$ cat src/rtl/wavhdr_pkg.sv
package wavhdr_pkg;

	typedef enum logic [8:0] {
		PH_IDLE      = 9'b000000001,
		PH_RIFF_TAG  = 9'b000000010,
		PH_RIFF_SIZE = 9'b000000100,
		PH_WAVE_TAG  = 9'b000001000,
		PH_CHUNK_ID  = 9'b000010000,
		PH_CHUNK_SZ  = 9'b000100000,
		PH_FMT_BODY  = 9'b001000000,
		PH_SKIP      = 9'b010000000,
		PH_DONE      = 9'b100000000
	} phase_t;

	typedef enum logic [2:0] {
		ST_OK       = 3'd0,
		ST_NOT_RIFF = 3'd1,
		ST_NOT_WAVE = 3'd2,
		ST_NOT_PCM  = 3'd3,
		ST_NO_DATA  = 3'd4
	} status_t;

	localparam logic [31:0] TAG_RIFF = 32'h52494646;
	localparam logic [31:0] TAG_WAVE = 32'h57415645;
	localparam logic [31:0] TAG_FMT  = 32'h666D7420;
	localparam logic [31:0] TAG_DATA = 32'h64617461;
	localparam logic [31:0] FMT_LEN  = 32'd16;
	localparam logic [15:0] FMT_PCM  = 16'd1;

	typedef struct packed {
		phase_t      phase;
		logic [3:0]  pos;
		logic [31:0] tag;
		logic [31:0] size;
		logic [31:0] skip;
		logic [15:0] fmt;
		logic [15:0] chan;
		logic [31:0] rate;
		logic [15:0] bits;
	} parse_state_t;

	localparam parse_state_t PARSE_CLEAR = '{
		phase: PH_IDLE,
		pos:   4'd0,
		tag:   32'd0,
		size:  32'd0,
		skip:  32'd0,
		fmt:   16'd0,
		chan:  16'd0,
		rate:  32'd0,
		bits:  16'd0
	};

	typedef struct packed {
		status_t     status;
		logic [15:0] audio_format;
		logic [15:0] channel_count;
		logic [31:0] sample_rate;
		logic [15:0] sample_bits;
		logic [31:0] data_size;
	} result_t;

endpackage

$ cat src/rtl/wav_header_parser.sv
// A word is captured in the input register; the parser then steps it and any result
// is registered in the result register. Throughput: one word per cycle; the parse
// step is combinational between the input register and the parser state register,
// and the input side only stalls while a result is held by a stalled output.
// Reset (arst_n low, asynchronous): parser idle awaiting a first-byte mark.
module wav_header_parser
	import wavhdr_pkg::*;
(
	input  logic        clk,
	input  logic        arst_n,
	input  logic        byte_valid,
	output logic        byte_stall,
	input  logic [7:0]  byte_value,
	input  logic        first_byte,
	input  logic        last_byte,
	output logic        result_valid,
	input  logic        result_stall,
	output logic [2:0]  status,
	output logic [15:0] audio_format,
	output logic [15:0] channel_count,
	output logic [31:0] sample_rate,
	output logic [15:0] sample_bits,
	output logic [31:0] data_size
);

	logic         valid_s1;
	logic [7:0]   byte_s1;
	logic         first_s1;
	logic         last_s1;
	parse_state_t state_q;
	parse_state_t state_next;
	logic         emit;
	result_t      result;
	result_t      res_q;
	logic         res_valid_q;
	logic         adv;

	// step the parser when the result slot is free or being emptied
	assign adv        = valid_s1 && (!res_valid_q || !result_stall);
	assign byte_stall = valid_s1 && !adv;

	always_ff @(posedge clk or negedge arst_n) begin
		if (!arst_n) begin
			valid_s1 <= 1'b0;
		end else if (!byte_stall) begin
			valid_s1 <= byte_valid;
		end
	end

	always_ff @(posedge clk) begin
		if (byte_valid && !byte_stall) begin
			byte_s1  <= byte_value;
			first_s1 <= first_byte;
			last_s1  <= last_byte;
		end
	end

	wavhdr_step u_step (
		.state      (state_q),
		.byte_value (byte_s1),
		.first_byte (first_s1),
		.last_byte  (last_s1),
		.state_next (state_next),
		.emit       (emit),
		.result     (result)
	);

	always_ff @(posedge clk or negedge arst_n) begin
		if (!arst_n) begin
			state_q <= PARSE_CLEAR;
		end else if (adv) begin
			state_q <= state_next;
		end
	end

	always_ff @(posedge clk or negedge arst_n) begin
		if (!arst_n) begin
			res_valid_q <= 1'b0;
		end else if (adv && emit) begin
			res_valid_q <= 1'b1;
		end else if (!result_stall) begin
			res_valid_q <= 1'b0;
		end
	end

	always_ff @(posedge clk) begin
		if (adv && emit) begin
			res_q <= result;
		end
	end

	assign result_valid  = res_valid_q;
	assign status        = res_q.status;
	assign audio_format  = res_q.audio_format;
	assign channel_count = res_q.channel_count;
	assign sample_rate   = res_q.sample_rate;
	assign sample_bits   = res_q.sample_bits;
	assign data_size     = res_q.data_size;

`ifndef SYNTHESIS
	a_ok_has_data : assert property (@(posedge clk) disable iff (!arst_n)
		result_valid && status == ST_OK |-> data_size != 32'd0)
		else $error("ok result with empty data chunk");

	a_err_zero : assert property (@(posedge clk) disable iff (!arst_n)
		result_valid && status != ST_OK |-> audio_format == 16'd0 &&
			channel_count == 16'd0 && sample_rate == 32'd0 &&
			sample_bits == 16'd0 && data_size == 32'd0)
		else $error("error result carries header fields");

	a_emit_done : assert property (@(posedge clk) disable iff (!arst_n)
		adv && emit |=> state_q.phase == PH_DONE && result_valid)
		else $error("result emitted without parser ending");

	a_skip_pad : assert property (@(posedge clk) disable iff (!arst_n)
		state_q.phase == PH_SKIP |-> state_q.pos[3:1] == 3'd0)
		else $error("pad flag out of range while skipping");

	a_stall_held : assert property (@(posedge clk) disable iff (!arst_n)
		byte_stall |-> valid_s1 && res_valid_q && result_stall)
		else $error("input stalled with free result slot");
`endif

endmodule

$ cat src/rtl/wavhdr_step.sv
module wavhdr_step
	import wavhdr_pkg::*;
(
	input  parse_state_t state,
	input  logic [7:0]   byte_value,
	input  logic         first_byte,
	input  logic         last_byte,
	output parse_state_t state_next,
	output logic         emit,
	output result_t      result
);

	parse_state_t cur;
	parse_state_t nx;
	logic [3:0]   pos_inc;
	logic [31:0]  tag_n;
	logic [31:0]  size_n;
	logic [31:0]  fmt_rest;
	logic         hit;
	logic         ok;
	logic         active;
	status_t      st;

	always_comb begin
		cur = state;
		if (first_byte) begin
			cur = PARSE_CLEAR;
			cur.phase = PH_RIFF_TAG;
		end
		nx       = cur;
		hit      = 1'b0;
		ok       = 1'b0;
		st       = ST_OK;
		pos_inc  = cur.pos + 4'd1;
		tag_n    = {cur.tag[23:0], byte_value};
		size_n   = {byte_value, cur.size[31:8]};
		fmt_rest = cur.size - FMT_LEN;

		unique case (cur.phase)
			PH_RIFF_TAG, PH_WAVE_TAG, PH_CHUNK_ID: begin
				nx.tag = tag_n;
				nx.pos = pos_inc;
				if (pos_inc >= 4'd4) begin
					nx.pos = 4'd0;
					if (cur.phase == PH_RIFF_TAG) begin
						if (tag_n != TAG_RIFF) begin
							hit = 1'b1;
							st  = ST_NOT_RIFF;
						end else begin
							nx.phase = PH_RIFF_SIZE;
						end
					end else if (cur.phase == PH_WAVE_TAG) begin
						if (tag_n != TAG_WAVE) begin
							hit = 1'b1;
							st  = ST_NOT_WAVE;
						end else begin
							nx.phase = PH_CHUNK_ID;
						end
					end else begin
						nx.phase = PH_CHUNK_SZ;
					end
				end
			end
			PH_RIFF_SIZE: begin
				nx.pos = pos_inc;
				if (pos_inc >= 4'd4) begin
					nx.pos   = 4'd0;
					nx.phase = PH_WAVE_TAG;
				end
			end
			PH_CHUNK_SZ: begin
				nx.size = size_n;
				nx.pos  = pos_inc;
				if (pos_inc >= 4'd4) begin
					nx.pos = 4'd0;
					if (cur.tag == TAG_FMT) begin
						nx.phase = PH_FMT_BODY;
					end else if (cur.tag == TAG_DATA) begin
						hit = 1'b1;
						if (size_n == 32'd0) begin
							st = ST_NO_DATA;
						end else begin
							ok = 1'b1;
						end
					end else if (size_n == 32'd0) begin
						nx.phase = PH_CHUNK_ID;
					end else begin
						// odd size leaves a pad byte pending in pos[0]
						nx.phase = PH_SKIP;
						nx.skip  = size_n;
						nx.pos   = {3'd0, size_n[0]};
					end
				end
			end
			PH_FMT_BODY: begin
				unique case (cur.pos)
					4'd0:  nx.fmt[7:0]    = byte_value;
					4'd1:  nx.fmt[15:8]   = byte_value;
					4'd2:  nx.chan[7:0]   = byte_value;
					4'd3:  nx.chan[15:8]  = byte_value;
					4'd4:  nx.rate[7:0]   = byte_value;
					4'd5:  nx.rate[15:8]  = byte_value;
					4'd6:  nx.rate[23:16] = byte_value;
					4'd7:  nx.rate[31:24] = byte_value;
					4'd14: nx.bits[7:0]   = byte_value;
					4'd15: nx.bits[15:8]  = byte_value;
					default: ;
				endcase
				nx.pos = pos_inc;
				if (cur.pos == 4'd15) begin
					nx.pos = 4'd0;
					if (nx.fmt != FMT_PCM) begin
						hit = 1'b1;
						st  = ST_NOT_PCM;
					end else if (cur.size > FMT_LEN) begin
						if (fmt_rest == 32'd0 && !cur.size[0]) begin
							nx.phase = PH_CHUNK_ID;
						end else begin
							nx.phase = PH_SKIP;
							nx.skip  = fmt_rest;
							nx.pos   = {3'd0, cur.size[0]};
						end
					end else begin
						// short fmt: nothing further to skip
						nx.phase = PH_CHUNK_ID;
					end
				end
			end
			PH_SKIP: begin
				if (cur.skip != 32'd0) begin
					nx.skip = cur.skip - 32'd1;
				end else begin
					nx.pos = 4'd0;
				end
				if (nx.skip == 32'd0 && !nx.pos[0]) begin
					nx.pos   = 4'd0;
					nx.phase = PH_CHUNK_ID;
				end
			end
			PH_IDLE, PH_DONE: ;
			default: nx.phase = PH_DONE;
		endcase

		active = cur.phase == PH_RIFF_TAG || cur.phase == PH_RIFF_SIZE ||
			cur.phase == PH_WAVE_TAG || cur.phase == PH_CHUNK_ID ||
			cur.phase == PH_CHUNK_SZ || cur.phase == PH_FMT_BODY ||
			cur.phase == PH_SKIP;

		// file ended before a data chunk
		if (last_byte && active && !hit) begin
			hit = 1'b1;
			ok  = 1'b0;
			st  = ST_NO_DATA;
		end
		if (hit) begin
			nx.phase = PH_DONE;
		end
	end

	assign state_next           = nx;
	assign emit                 = hit;
	assign result.status        = st;
	assign result.audio_format  = ok ? nx.fmt  : 16'd0;
	assign result.channel_count = ok ? nx.chan : 16'd0;
	assign result.sample_rate   = ok ? nx.rate : 32'd0;
	assign result.sample_bits   = ok ? nx.bits : 16'd0;
	assign result.data_size     = ok ? size_n  : 32'd0;

endmodule

$ cat config.mk
export PLATFORM = sky130hd
export DESIGN_NAME = wav_header_parser
export DESIGN_NICKNAME = d
export VERILOG_FILES = /design/src/rtl/wavhdr_pkg.sv /design/src/rtl/wav_header_parser.sv /design/src/rtl/wavhdr_step.sv
export SDC_FILE = /design/constraint.sdc
export NUM_CORES = 1
export LEC_CHECK = 0
export BUFFER_PORTS_ARGS = -buffer_cell sky130_fd_sc_hd__buf_2
export CAP_MARGIN = 40
export CORE_MARGIN = 2
export CORE_UTILIZATION = 48
export CTS_CLUSTER_DIAMETER = 50
export DETAILED_ROUTE_END_ITERATION = 7
export PLACE_DENSITY = 0.66
export SYNTH_ARGS = -nofsm -noshare
export SYNTH_HDL_FRONTEND = slang
export SYNTH_SLANG_ARGS = --single-unit
$ cat constraint.sdc
create_clock -name clk -period 24.6 [get_ports clk]
set_input_delay 3.69 -clock clk [delete_from_list [all_inputs] [get_ports clk]]
set_output_delay 3.69 -clock clk [all_outputs]
set_load 0.005 [all_outputs]
==> results of run 1 <==
==> cell type report <==
class	instances	area, µm²	share of cell area
timing repair buffer	170	1030	0.0515
inverter	33	124	0.00618
multi-input combinational	1405	8490	0.424
tap	468	586	0.0292
sequential	316	8530	0.426
clock buffer	53	1090	0.0545
clock inverter	21	176	0.00881
==> cell usage after synthesis, types with 33 or more instances <==
master,count
a21oi_1,145
inv_1,33
edfxtp_1,125
o21ai_0,119
nor3_1,44
nand2_1,165
nand3_1,56
and2_1,39
a22o_1,82
a22oi_1,72
dfrtp_1,190
nor2_1,193
nor3b_1,48
clkbuf_1,136
and3_1,38
==> through the flow <==
step | total power [µW] | instances | instance area, µm²
2_1_floorplan | 882 | 1928 | 17900
6_report | 1540 | 2466 | 20000
5_1_grt | 1610 | 2466 | 20000
4_1_cts | 1540 | 2466 | 20000
3_5_place_dp | 982 | 2392 | 18800
3_3_place_gp | 972 | 2381 | 18600
==> worst max-delay path, cell delays in order <==
cell and delay, ns:
buf_2 0.11, nand3_1 0.10, inv_1 0.04, buf_2 0.12
==> metal layers <==
layer,routed length [µm],share of wire,vias up,track usage
li1,-,-,7293,-
met1,23500,0.42,7836,0.398
met2,25000,0.45,847,0.434
met3,4870,0.087,164,0.0483
met4,2480,0.044,0,0.124
met5,0,0,-,0
==> how the worst min path moves through the flow <==
stage	end	cells past startpoint	slack, ns
floorplan	state_q[173]	2	0.46
global placement	state_q[37]	1	0.48
finish	state_q[5]	1	0.50
detailed placement	state_q[51]	1	0.48
global route	state_q[13]	1	0.51
CTS	state_q[37]	1	0.50
==> power by group <==
part / internal (µW) / switching (µW) / total (µW)
sequential: 604 / 59.4 / 663
clock: 327 / 234 / 561
combinational: 116 / 202 / 318
==> sequential cells by signal (all words and copies together) (netlist names) <==
register and count:
byte_s1 8, last_s1 1, valid_s1 1, first_s1 1, sample_bits 16, data_size 32
channel_count 16, status 3, sample_rate 32, state_q 189, result_valid 1, audio_format 16
==> logic make-up after synthesis <==
family | after synthesis | synth area share
compound gates | 623 | 0.233
fa+ha+maj | 8 | 0.00558
xor+xnor | 22 | 0.0107
buf+inv | 207 | 0.0530
mux | 14 | 0.00851
simple gates | 738 | 0.213
flops | 316 | 0.476
==> Flow_metrics.wiki, run 1 <==
{| class="wikitable"
! Metric !! Value
|-
| Result of the run || complete, no violations
|-
| # clock sinks || roughly 320
|-
| Endpoint of the lowest-slack register-to-register path || state_q[95]
|-
| Hold/Removal Path Class || reg2reg
|-
| Kind of end point of the critical path || output pin
|-
| Vias/cell || approximately 6.5
|-
| Layout fillers || ~3.3k
|-
| Final Skew || between 0.02 and 0.025 ns
|-
| Worst Path Arrival || a little over 4 ns
|-
| Avg Synthesized Cell Area || roughly 9.3 µm²
|-
| Most common library cell in the layout ignoring fill and taps || nor2_1
|-
| Antenna diode count || 0
|-
| Leading cell types in the layout, fill and taps excluded || nor2_1, dfrtp_1, nand2_1
|-
| Number of primary I/O pins || around 130
|-
| Final core occ || 0.546
|-
| Number of maximum-capacitance constraint violations || 0
|-
| Synth Register Bits || 316
|-
| Chip width || between 150 and 200 µm
|-
| Detail Placement HPWL || ~36 mm
|-
| Max-Slew Margin vs Limit || 0.335
|-
| Total Neg Setup Slack || 0 ns
|-
| Std cell rows || 70
|-
| Kind of critical path || in2out
|-
| Nature of the critical path startpoint || primary input
|-
| Via count || around 16k
|-
| Initial standard-cell utilization of the core || 0.489
|-
| Peak supply drop || about 0.000045 V
|-
| Count of nets left with antenna violations after detail routing || 0
|-
| Pwr dens || between 70 and 80 nW/µm²
|-
| Number of buffers inserted by hold repair at cts || 0
|-
| Library cell with the largest summed area after synthesis || dfrtp_1
|-
| Die outline height || between 150 and 200 µm
|-
| Post-synth top area share || 0.265
|-
| Total die area || 38900 µm²
|-
| Number of flops mapped to enable cells by yosys || 125
|-
| Fmax achieved || 0.129 GHz
|-
| Vias in the first global route || approximately 15k
|-
| Post-CTS setup repair buffer count || 0
|-
| Launching element of the worst setup path || result_stall
|-
| Crit Path Max Fanout || 3
|-
| Reg2reg path depth || 15
|-
| Post-route minimum period || a little under 8 ns
|-
| Layout overhead on the synthesized area || 11.7%
|-
| Unrepaired setup endpoints after global routing || no
|-
| Clock insertion delay at the later pin of the skew report || ~0.55 ns
|-
| Number of antenna violations at the first check in global routing || 1
|-
| Yosys Warn Count || 0
|-
| CTS root buf || clkbuf_16
|-
| Final setup vio count || 0
|-
| Largest net degree at the start of global routing || approximately 140
|-
| Total number of H-tree levels || 2
|-
| Wire length of the first global-routing pass || ~87 mm
|-
| Async SR Flop Fraction || 0.604
|-
| Worst-case register-to-register setup slack || ~19 ns
|-
| Clk pin slew, worst setup/hold paths || around 0.060 ns
|-
| WHS || 0.500 ns
|-
| Cell variety after synth || around 100
|-
| Max-slew violation total from the final report || 0
|-
| Post-layout worst setup margin || between 15 and 20 ns
|-
| Gr ovfl total || 0
|-
| Crit Reg-Reg Startpoint || first_s1
|-
| Final hold viol count || 0
|-
| Required time of the worst setup path || 20.91 ns
|-
| Proportion of layout cells with a drive suffix above 1 || 0.143
|-
| Predominant post-synthesis flop cell || dfrtp_1
|-
| Routed WL per cell || roughly 23 µm
|-
| Instance count of the mapped netlist || slightly below 2k
|-
| Sequential-to-total area share from yosys stat || 0.476
|-
| Syn Std Cell Area || ~18000 µm²
|-
| First-pass iteration count of the detailed router || 5
|-
| Final period utilization || 0.315
|-
| Routability-driven placement congestion ratio || a little under 1
|-
| Post-Place Setup Slack || 16.85 ns
|-
| TritonCTS Buffers || 40
|-
| Total Routing Usage GR || 0.284
|-
| Net count of the finished layout || 1988
|-
| CTS tree || yes
|-
| Number of port buffers || 130
|-
| Total detailed-routing wirelength || 55.9 mm
|-
| Last element of the critical path || byte_stall
|-
| Detailed-route DRC error count || 0
|-
| Static leakage power || about 0.008 µW
|-
| Syn Nets || just under 2k
|-
| Slew at the pin with the worst max-slew slack || between 0.9 and 1 ns
|-
| Core Footprint || about 37000 µm²
|-
| Number of resized instances in the post-cts repair step || 0
|-
| Hold Path Origin || state_q[5]
|-
| Top post-synthesis cells by area || dfrtp_1, edfxtp_1, a21oi_1
|-
| Maximum count of clock buffers along a single path || 3
|-
| DRC violation total after the first TritonRoute iteration || roughly 1.8k
|}
Note: power is estimated with default switching activity, not from simulation.
==> run 2, diff against run 1 <==
- ABC_AREA: not set -> 1
- clock period: 24.6 -> 7.9 ns (I/O delays scaled with it)
==> Flow_metrics.wiki, run 2 <==
{| class="wikitable"
! Metric !! Value
|-
| Number of flip-flops in the largest register || 189 (unchanged)
|-
| Library cell with the largest summed area after synthesis || dfrtp_1
|-
| Number of resized instances in the post-cts repair step || 0 (unchanged)
|-
| Required time of the worst setup path || 8.34 ns (-12.57 ns)
|-
| Async SR Flop Fraction || 0.604 (unchanged)
|-
| CTS root buf || clkbuf_16
|-
| Slew at the pin with the worst max-slew slack || 0.918 ns (-0.0720 ns)
|-
| Static leakage power || 0.0100 µW (+28%)
|-
| Detailed-route DRC error count || 0 (unchanged)
|-
| Die outline height || 207 µm (+4.8%)
|-
| Clock network fraction of total power || 0.298 (-0.066)
|-
| Peak supply drop || 0.000201 V (+340%)
|-
| Internal power of the cells || 3910 µW (+270%)
|-
| First-pass iteration count of the detailed router || 6 (+1)
|-
| Detail Placement HPWL || 45.4 mm (+26%)
|-
| Syn Nets || 2797 (+43%)
|-
| Post-Place Setup Slack || 2.71 ns (-14.14 ns)
|-
| Vias in the first global route || 17.9k (+19%)
|-
| Post-layout worst setup margin || 2.65 ns (-14.20 ns)
|-
| Final setup vio count || 0 (unchanged)
|-
| Final period utilization || 0.665
|-
| Synth Register Bits || 316 (unchanged)
|-
| Most common library cell in the layout ignoring fill and taps || nand2_1
|-
| Kind of end point of the critical path || register
|-
| Chip width || 207 µm (+4.8%)
|-
| Gr ovfl total || 0 (unchanged)
|-
| Net switching fraction of the power || 0.407 (+0.0859)
|-
| Wire length of the first global-routing pass || 102 mm (+17%)
|-
| Result of the run || complete, no violations
|-
| Net count of the finished layout || 2848 (+43%)
|-
| Top post-synthesis cells by area || dfrtp_1, edfxtp_1, nand2_1
|-
| Number of flops mapped to enable cells by yosys || 125 (unchanged)
|-
| Antenna diode count || 0 (unchanged)
|-
| Commonest cells in the netlist || nand2_1, nor2_1, inv_1
|-
| Register bank with the most flops || state_q
|-
| DRC violation total after the first TritonRoute iteration || 1744 (-4.5%)
|-
| Number of antenna violations at the first check in global routing || 0 (-1)
|-
| Max-Slew Margin vs Limit || 0.388 (+0.0535)
|-
| # clock sinks || 316 (unchanged)
|-
| Worst Path Arrival || 5.69 ns (+1.62 ns)
|-
| Total die area || 42800 µm² (+9.9%)
|-
| Sequential-to-total area share from yosys stat || 0.432 (-0.0436)
|-
| Relative contribution of combinational cells to total power || 0.364 (+0.158)
|-
| Worst-case register-to-register setup slack || 2.65 ns (-15.97 ns)
|-
| Largest net degree at the start of global routing || 98 (-30%)
|-
| Clk pin slew, worst setup/hold paths || 0.06 ns (about the same)
|-
| Number of primary I/O pins || 131 (unchanged)
|-
| Cell variety after synth || 50 (-49%)
|-
| Nature of the critical path startpoint || register
|-
| Maximum count of clock buffers along a single path || 3 (unchanged)
|-
| Total detailed-routing wirelength || 65.3 mm (+17%)
|-
| TritonCTS Buffers || 42 (+5.0%)
|-
| Max-slew violation total from the final report || 0 (unchanged)
|-
| Pwr dens || 299 nW/µm² (+290%)
|-
| Most frequent cell after synthesis || nand2_1
|-
| Crit Path Max Fanout || 97 (+94)
|-
| Number of port buffers || 130 (unchanged)
|-
| NetSw || 2690 µW (+440%)
|-
| Count of nets left with antenna violations after detail routing || 0 (unchanged)
|-
| Total Routing Usage GR || 0.307 (+0.0236)
|-
| Avg Synthesized Cell Area || 7.11 µm² (-24%)
|-
| Layout fillers || 3977 (+22%)
|-
| Predominant post-synthesis flop cell || dfrtp_1
|-
| PnR Total Power || 6600 µW (+330%)
|-
| Vias/cell || 5.67 (-13%)
|-
| Post-route minimum period || about 5.3 ns
|-
| Post-CTS setup repair buffer count || 0 (unchanged)
|-
| Syn Std Cell Area || 19700 µm² (+10%)
|-
| Number of maximum-capacitance constraint violations || 0 (unchanged)
|-
| Final Skew || 0.0163 ns (-0.00498 ns)
|-
| Hold/Removal Path Class || reg2reg
|-
| Routability-driven placement congestion ratio || 0.970 (-1.1%)
|-
| Yosys Warn Count || 0 (unchanged)
|-
| Number of non-filler instances in the completed layout || 3391 (+38%)
|-
| Core Footprint || 40700 µm² (+11%)
|-
| Leading cell types in the layout, fill and taps excluded || nand2_1, nor2_1, inv_1
|-
| Fmax achieved || around 0.19 GHz
|-
| Clock insertion delay at the later pin of the skew report || 0.57 ns (+0.02 ns)
|-
| Routed WL per cell || 19.2 µm (-15%)
|-
| Instance count of the mapped netlist || 2775 (+44%)
|-
| Sequential power share || 0.338 (-0.092)
|-
| Total number of H-tree levels || 2 (unchanged)
|-
| CTS tree || yes
|-
| Initial standard-cell utilization of the core || 0.484 (-0.00408)
|-
| Placed cells || 3314 (+39%)
|-
| Final hold viol count || 0 (unchanged)
|-
| Unrepaired setup endpoints after global routing || no
|-
| Proportion of layout cells with a drive suffix above 1 || 0.113 (-0.0293)
|-
| Total Neg Setup Slack || 0 ns (unchanged)
|-
| Number of buffers inserted by hold repair at cts || 0 (unchanged)
|-
| Via count || 19.2k (+19%)
|-
| Kind of critical path || reg2reg
|-
| Layout overhead on the synthesized area || 11.9%
|-
| Post-synth top area share || 0.241 (-0.0243)
|-
| Std cell rows || 74 (+5.7%)
|}
## run 2: changes by cell type after synthesis, moves of 31 or more
cell      change
a21oi_1      -31
o21ai_0     +165
nand2_2      +37
and2_1       -36
nor3b_1      -46
nand3_1     +171
nor2_1      +166
clkbuf_1     -46
inv_1       +277
nand4_1      +37
a22o_1       -79
nand2_1     +509
a22oi_1      -72
and3_1       -36
## run 2: per-stage QoR
stage                     hold slack [ns]  area, µm²  utilization
after floorplan                     0.449      19700            -
after global placement              0.466      20400        0.502
after detailed placement            0.473      20600        0.507
after CTS                           0.488      22100        0.542
after global routing                0.506      22100        0.542
final                               0.485      22100        0.542
## run 2: cell families (layout without fill, tap and decap cells)
family | Yosys count | count (layout) | share of synthesized area
AO/OA/AOI/OAI | 472 | 472 | 0.124
XOR/XNOR | 24 | 24 | 0.0110
adder cells (fa/ha/maj) | 8 | 8 | 0.00507
buffers and inverters | 471 | 555 | 0.100
flip-flops | 316 | 316 | 0.432
AND/OR/NAND/NOR | 1484 | 1484 | 0.328
## run 2: power groups by stage
stage / Combinational, µW / Clock [µW] / Sequential (µW)
final: 2400 / 1960 / 2230
after global routing: 2690 / 2060 / 2260
after CTS: 2370 / 2000 / 2230
after detailed placement: 2360 / 0 / 2250
after global placement: 2290 / 0 / 2250
after floorplan: 1670 / 0 / 2230
## run 2: final cells by class
type                            instances  area, µm²  share of cell area
Clock buffer                           54       1160              0.0524
Clock inverter                         23        278              0.0126
Inverter                              321       1210              0.0549
Multi-Input combinational cell       1988       9250               0.419
Sequential cell                       316       8530               0.386
Tap cell                              532        666              0.0301
Timing Repair Buffer                  157        987              0.0447
## run 2: layer usage
layer,track usage,routed length [µm],vias to the layer above
li1,-,-,9161
met1,0.405,27200,8984
met2,0.498,29700,883
met3,0.0391,4800,188
met4,0.159,3520,0
met5,0,0,-
## run 2: worst paths after layout
check                             start           end  cells past startpoint
max                            first_s1   state_q[85]                     18
max in group asynchronous        arst_n   state_q[59]                      4
min                        state_q[177]  state_q[177]                      2
max reg2reg                    first_s1   state_q[85]                     18
min reg2reg                state_q[177]  state_q[177]                      2
min in group asynchronous        arst_n   state_q[96]                      1
## run 2: critical path: stages, from the launching register on
cell,delay (ns)
edfxtp_1,0.55
inv_6,0.60
buf_4,0.61
nand2_2,0.20
ha_1,0.27
nand3_2,0.14
nor2_4,0.09
nand2_1,0.08
nand2_1,0.06
nand2_1,0.55
inv_1,0.13
nor2_1,0.70
nand2_1,0.55
nand2_1,0.18
nand3_1,0.08
nand2_1,0.09
nand2_1,0.05
nand3_1,0.07
nand2_1,0.07
==> run 3, diff against run 2 <==
- ABC_AREA: 1 -> 0
- clock period: 7.9 -> 5 ns (I/O delays scaled with it)
==> Flow_metrics.wiki, run 3 (same netlist as run 1, synthesis figures left out) <==
{| class="wikitable"
! Metric !! Value
|-
| Total number of H-tree levels || 2 (unchanged)
|-
| Slew at the pin with the worst max-slew slack || 0.897 ns (-0.0213 ns)
|-
| Final Skew || 0.0173 ns (+0.00109 ns)
|-
| CTS root buf || clkbuf_16
|-
| Max-slew violation total from the final report || 0 (unchanged)
|-
| # clock sinks || 316 (unchanged)
|-
| Reg2reg path depth || 13 (-5)
|-
| Layout fillers || 3250 (-18%)
|-
| Delay-heaviest family, CP || simple AND/OR/NAND/NOR gates
|-
| Final period utilization || 0.875 (+0.210)
|-
| Vias in the first global route || 14.8k (-17%)
|-
| Net count of the finished layout || 1999 (-30%)
|-
| Clk pin slew, worst setup/hold paths || 0.05 ns (about the same)
|-
| Std cell rows || 70 (-5.4%)
|-
| Endpoint of the lowest-slack register-to-register path || state_q[110]
|-
| Critical path buffer and inverter count || 2 (-1)
|-
| Layout overhead on the synthesized area || 12.8%
|-
| Initial standard-cell utilization of the core || 0.489 (+0.00408)
|-
| Cell seen most often among critical-path stages || a22oi_1
|-
| CTS tree || yes
|-
| Maximum count of clock buffers along a single path || 3 (unchanged)
|-
| Slowest stage delay, CP || 0.71 ns (about the same)
|-
| Slowest-stage cell, CP || or4_1
|-
| Peak supply drop || 0.000234 V (+16%)
|-
| Total Routing Usage GR || 0.294 (-0.0135)
|-
| First-pass iteration count of the detailed router || 6 (unchanged)
|-
| Register bank with the most flops || state_q
|-
| Proportion of layout cells with a drive suffix above 1 || 0.150 (+0.0362)
|-
| Hold/Removal Path Class || in2async
|-
| Result of the run || complete, no violations
|-
| Chip width || 197 µm (-4.6%)
|-
| Number of antenna violations at the first check in global routing || 1 (+1)
|-
| Kind of end point of the critical path || register
|-
| Routability-driven placement congestion ratio || 0.950 (-2.1%)
|-
| Die outline height || 197 µm (-4.6%)
|-
| Antenna diode count || 0 (unchanged)
|-
| Vias/cell || 6.54 (+15%)
|-
| Most common library cell in the layout ignoring fill and taps || nor2_1
|-
| Number of flip-flops in the largest register || 189 (unchanged)
|-
| Final setup vio count || 0 (unchanged)
|-
| Required time of the worst setup path || 5.39 ns (-2.95 ns)
|-
| Max-Slew Margin vs Limit || 0.397 (+0.00869)
|-
| Number of buffers inserted by hold repair at cts || 0 (unchanged)
|-
| Count of nets left with antenna violations after detail routing || 0 (unchanged)
|-
| Number of port buffers || 130 (unchanged)
|-
| Unrepaired setup endpoints after global routing || no
|-
| Number of maximum-capacitance constraint violations || 0 (unchanged)
|-
| Pwr dens || 387 nW/µm² (+30%)
|-
| Total Neg Setup Slack || 0 ns (unchanged)
|-
| Fmax achieved || 0.229 GHz (+20%)
|-
| Clock insertion delay at the later pin of the skew report || 0.55 ns (-0.02 ns)
|-
| Crit Reg-Reg Startpoint || first_s1
|-
| Nature of the critical path startpoint || register
|-
| Wire length of the first global-routing pass || 89.2 mm (-12%)
|-
| Static leakage power || 0.00796 µW (-21%)
|-
| Detail Placement HPWL || 38.8 mm (-15%)
|-
| Total die area || 38900 µm² (-9.0%)
|-
| Number of resized instances in the post-cts repair step || 0 (unchanged)
|-
| Post-CTS setup repair buffer count || 0 (unchanged)
|-
| Kind of critical path || reg2reg
|-
| Crit Path Max Fanout || 7 (-93%)
|-
| Area occupied by registers || 8530 µm² (unchanged)
|-
| Final hold viol count || 0 (unchanged)
|-
| Leading cell types in the layout, fill and taps excluded || nor2_1, dfrtp_1, nand2_1
|-
| Worst Path Arrival || 4.77 ns (-0.92 ns)
|-
| List of cells traversed by the critical path || inv_2 -> nand2_1 -> inv_1 -> ha_2 -> nor3b_1 -> nor2_1 -> a22oi_1 -> nand4_1 -> or4_1 -> a311oi_2 -> o21ai_1 -> a21oi_1 -> a22oi_1
|-
| Largest net degree at the start of global routing || 124 (+27%)
|-
| TritonCTS Buffers || 38 (-9.5%)
|-
| Worst-case register-to-register setup slack || 0.62 ns (-2.02 ns)
|-
| Post-route minimum period || 4.38 ns (-0.876 ns)
|-
| Number of primary I/O pins || 131 (unchanged)
|-
| WHS || 0.184 ns (-0.301 ns)
|-
| Core Footprint || 36700 µm² (-9.9%)
|-
| Routed WL per cell || 23.3 µm (+21%)
|-
| Total detailed-routing wirelength || 57.6 mm (-12%)
|-
| DRC violation total after the first TritonRoute iteration || 1679 (-3.7%)
|-
| Total area of multi-input combinational cells || 8490 µm² (-8.2%)
|-
| Via count || 16.2k (-16%)
|-
| Gr ovfl total || 0 (unchanged)
|-
| Detailed-route DRC error count || 0 (unchanged)
|}
run 3: cell types whose count changed in the layout (fill, tap and decap cells not counted), sizes merged, moves of 79 or more:
cell	change
a22o	+79
inv	-287
nand2	-551
nand3	-176
nor2	-189
o21ai	-185
run 3: how the worst max path moves through the flow:
| stage | startpoint | end | slack [ns] | depth (start not counted) |
|---|---|---|---|---|
| 6_report | first_s1 | state_q[110] | 0.62 | 13 |
| 2_1_floorplan | first_s1 | audio_format[0] | 0.008 | 15 |
| 4_1_cts | first_s1 | state_q[110] | 0.73 | 13 |
| 3_3_place_gp | first_s1 | state_q[183] | 0.90 | 12 |
| 3_5_place_dp | first_s1 | state_q[95] | 0.78 | 13 |
| 5_1_grt | first_s1 | state_q[106] | 0.30 | 13 |
run 3: stage by stage:
stage,cells,power [µW],area (µm²),setup slack [ns],util
after CTS,2474,7820,20200,0.726,0.551
after detailed placement,2405,4890,18900,0.783,0.515
after floorplan,1928,4330,18000,0.00751,-
final,2474,7830,20200,0.625,0.551
after global placement,2400,4870,18800,0.899,0.512
after global routing,2474,8140,20200,0.302,0.551
run 3: final cells by class:
type / count / area share
Clock inverter: 18 / 0.0123
Inverter: 33 / 0.00612
Clock buffer: 51 / 0.0540
Multi-Input combinational cell: 1405 / 0.420
Timing Repair Buffer: 183 / 0.0567
Sequential cell: 316 / 0.422
Tap cell: 468 / 0.0290
run 3: report_power, final:
| group | switching (µW) | leakage (µW) | internal [µW] | total, µW |
|---|---|---|---|---|
| Combinational | 1010 | 0.00356 | 589 | 1600 |
| Clock | 1120 | 0.000658 | 1810 | 2930 |
| Sequential | 324 | 0.00374 | 2970 | 3290 |
run 3: worst reg2reg max path, stage by stage, from the launching register on:
cell      delay, ns
edfxtp_1       0.40
inv_2          0.11
nand2_1        0.10
inv_1          0.12
ha_2           0.23
nor3b_1        0.49
nor2_1         0.24
a22oi_1        0.32
nand4_1        0.20
or4_1          0.71
a311oi_2       0.41
o21ai_1        0.32
a21oi_1        0.42
a22oi_1        0.16
run 3: layer usage:
metal  vias to the layer above  track usage  share of wire
met5                         -            0              0
li1                       7306            -              -
met2                       870        0.428           0.43
met4                         0        0.124          0.043
met3                       167       0.0536          0.089
met1                      7830        0.429           0.44
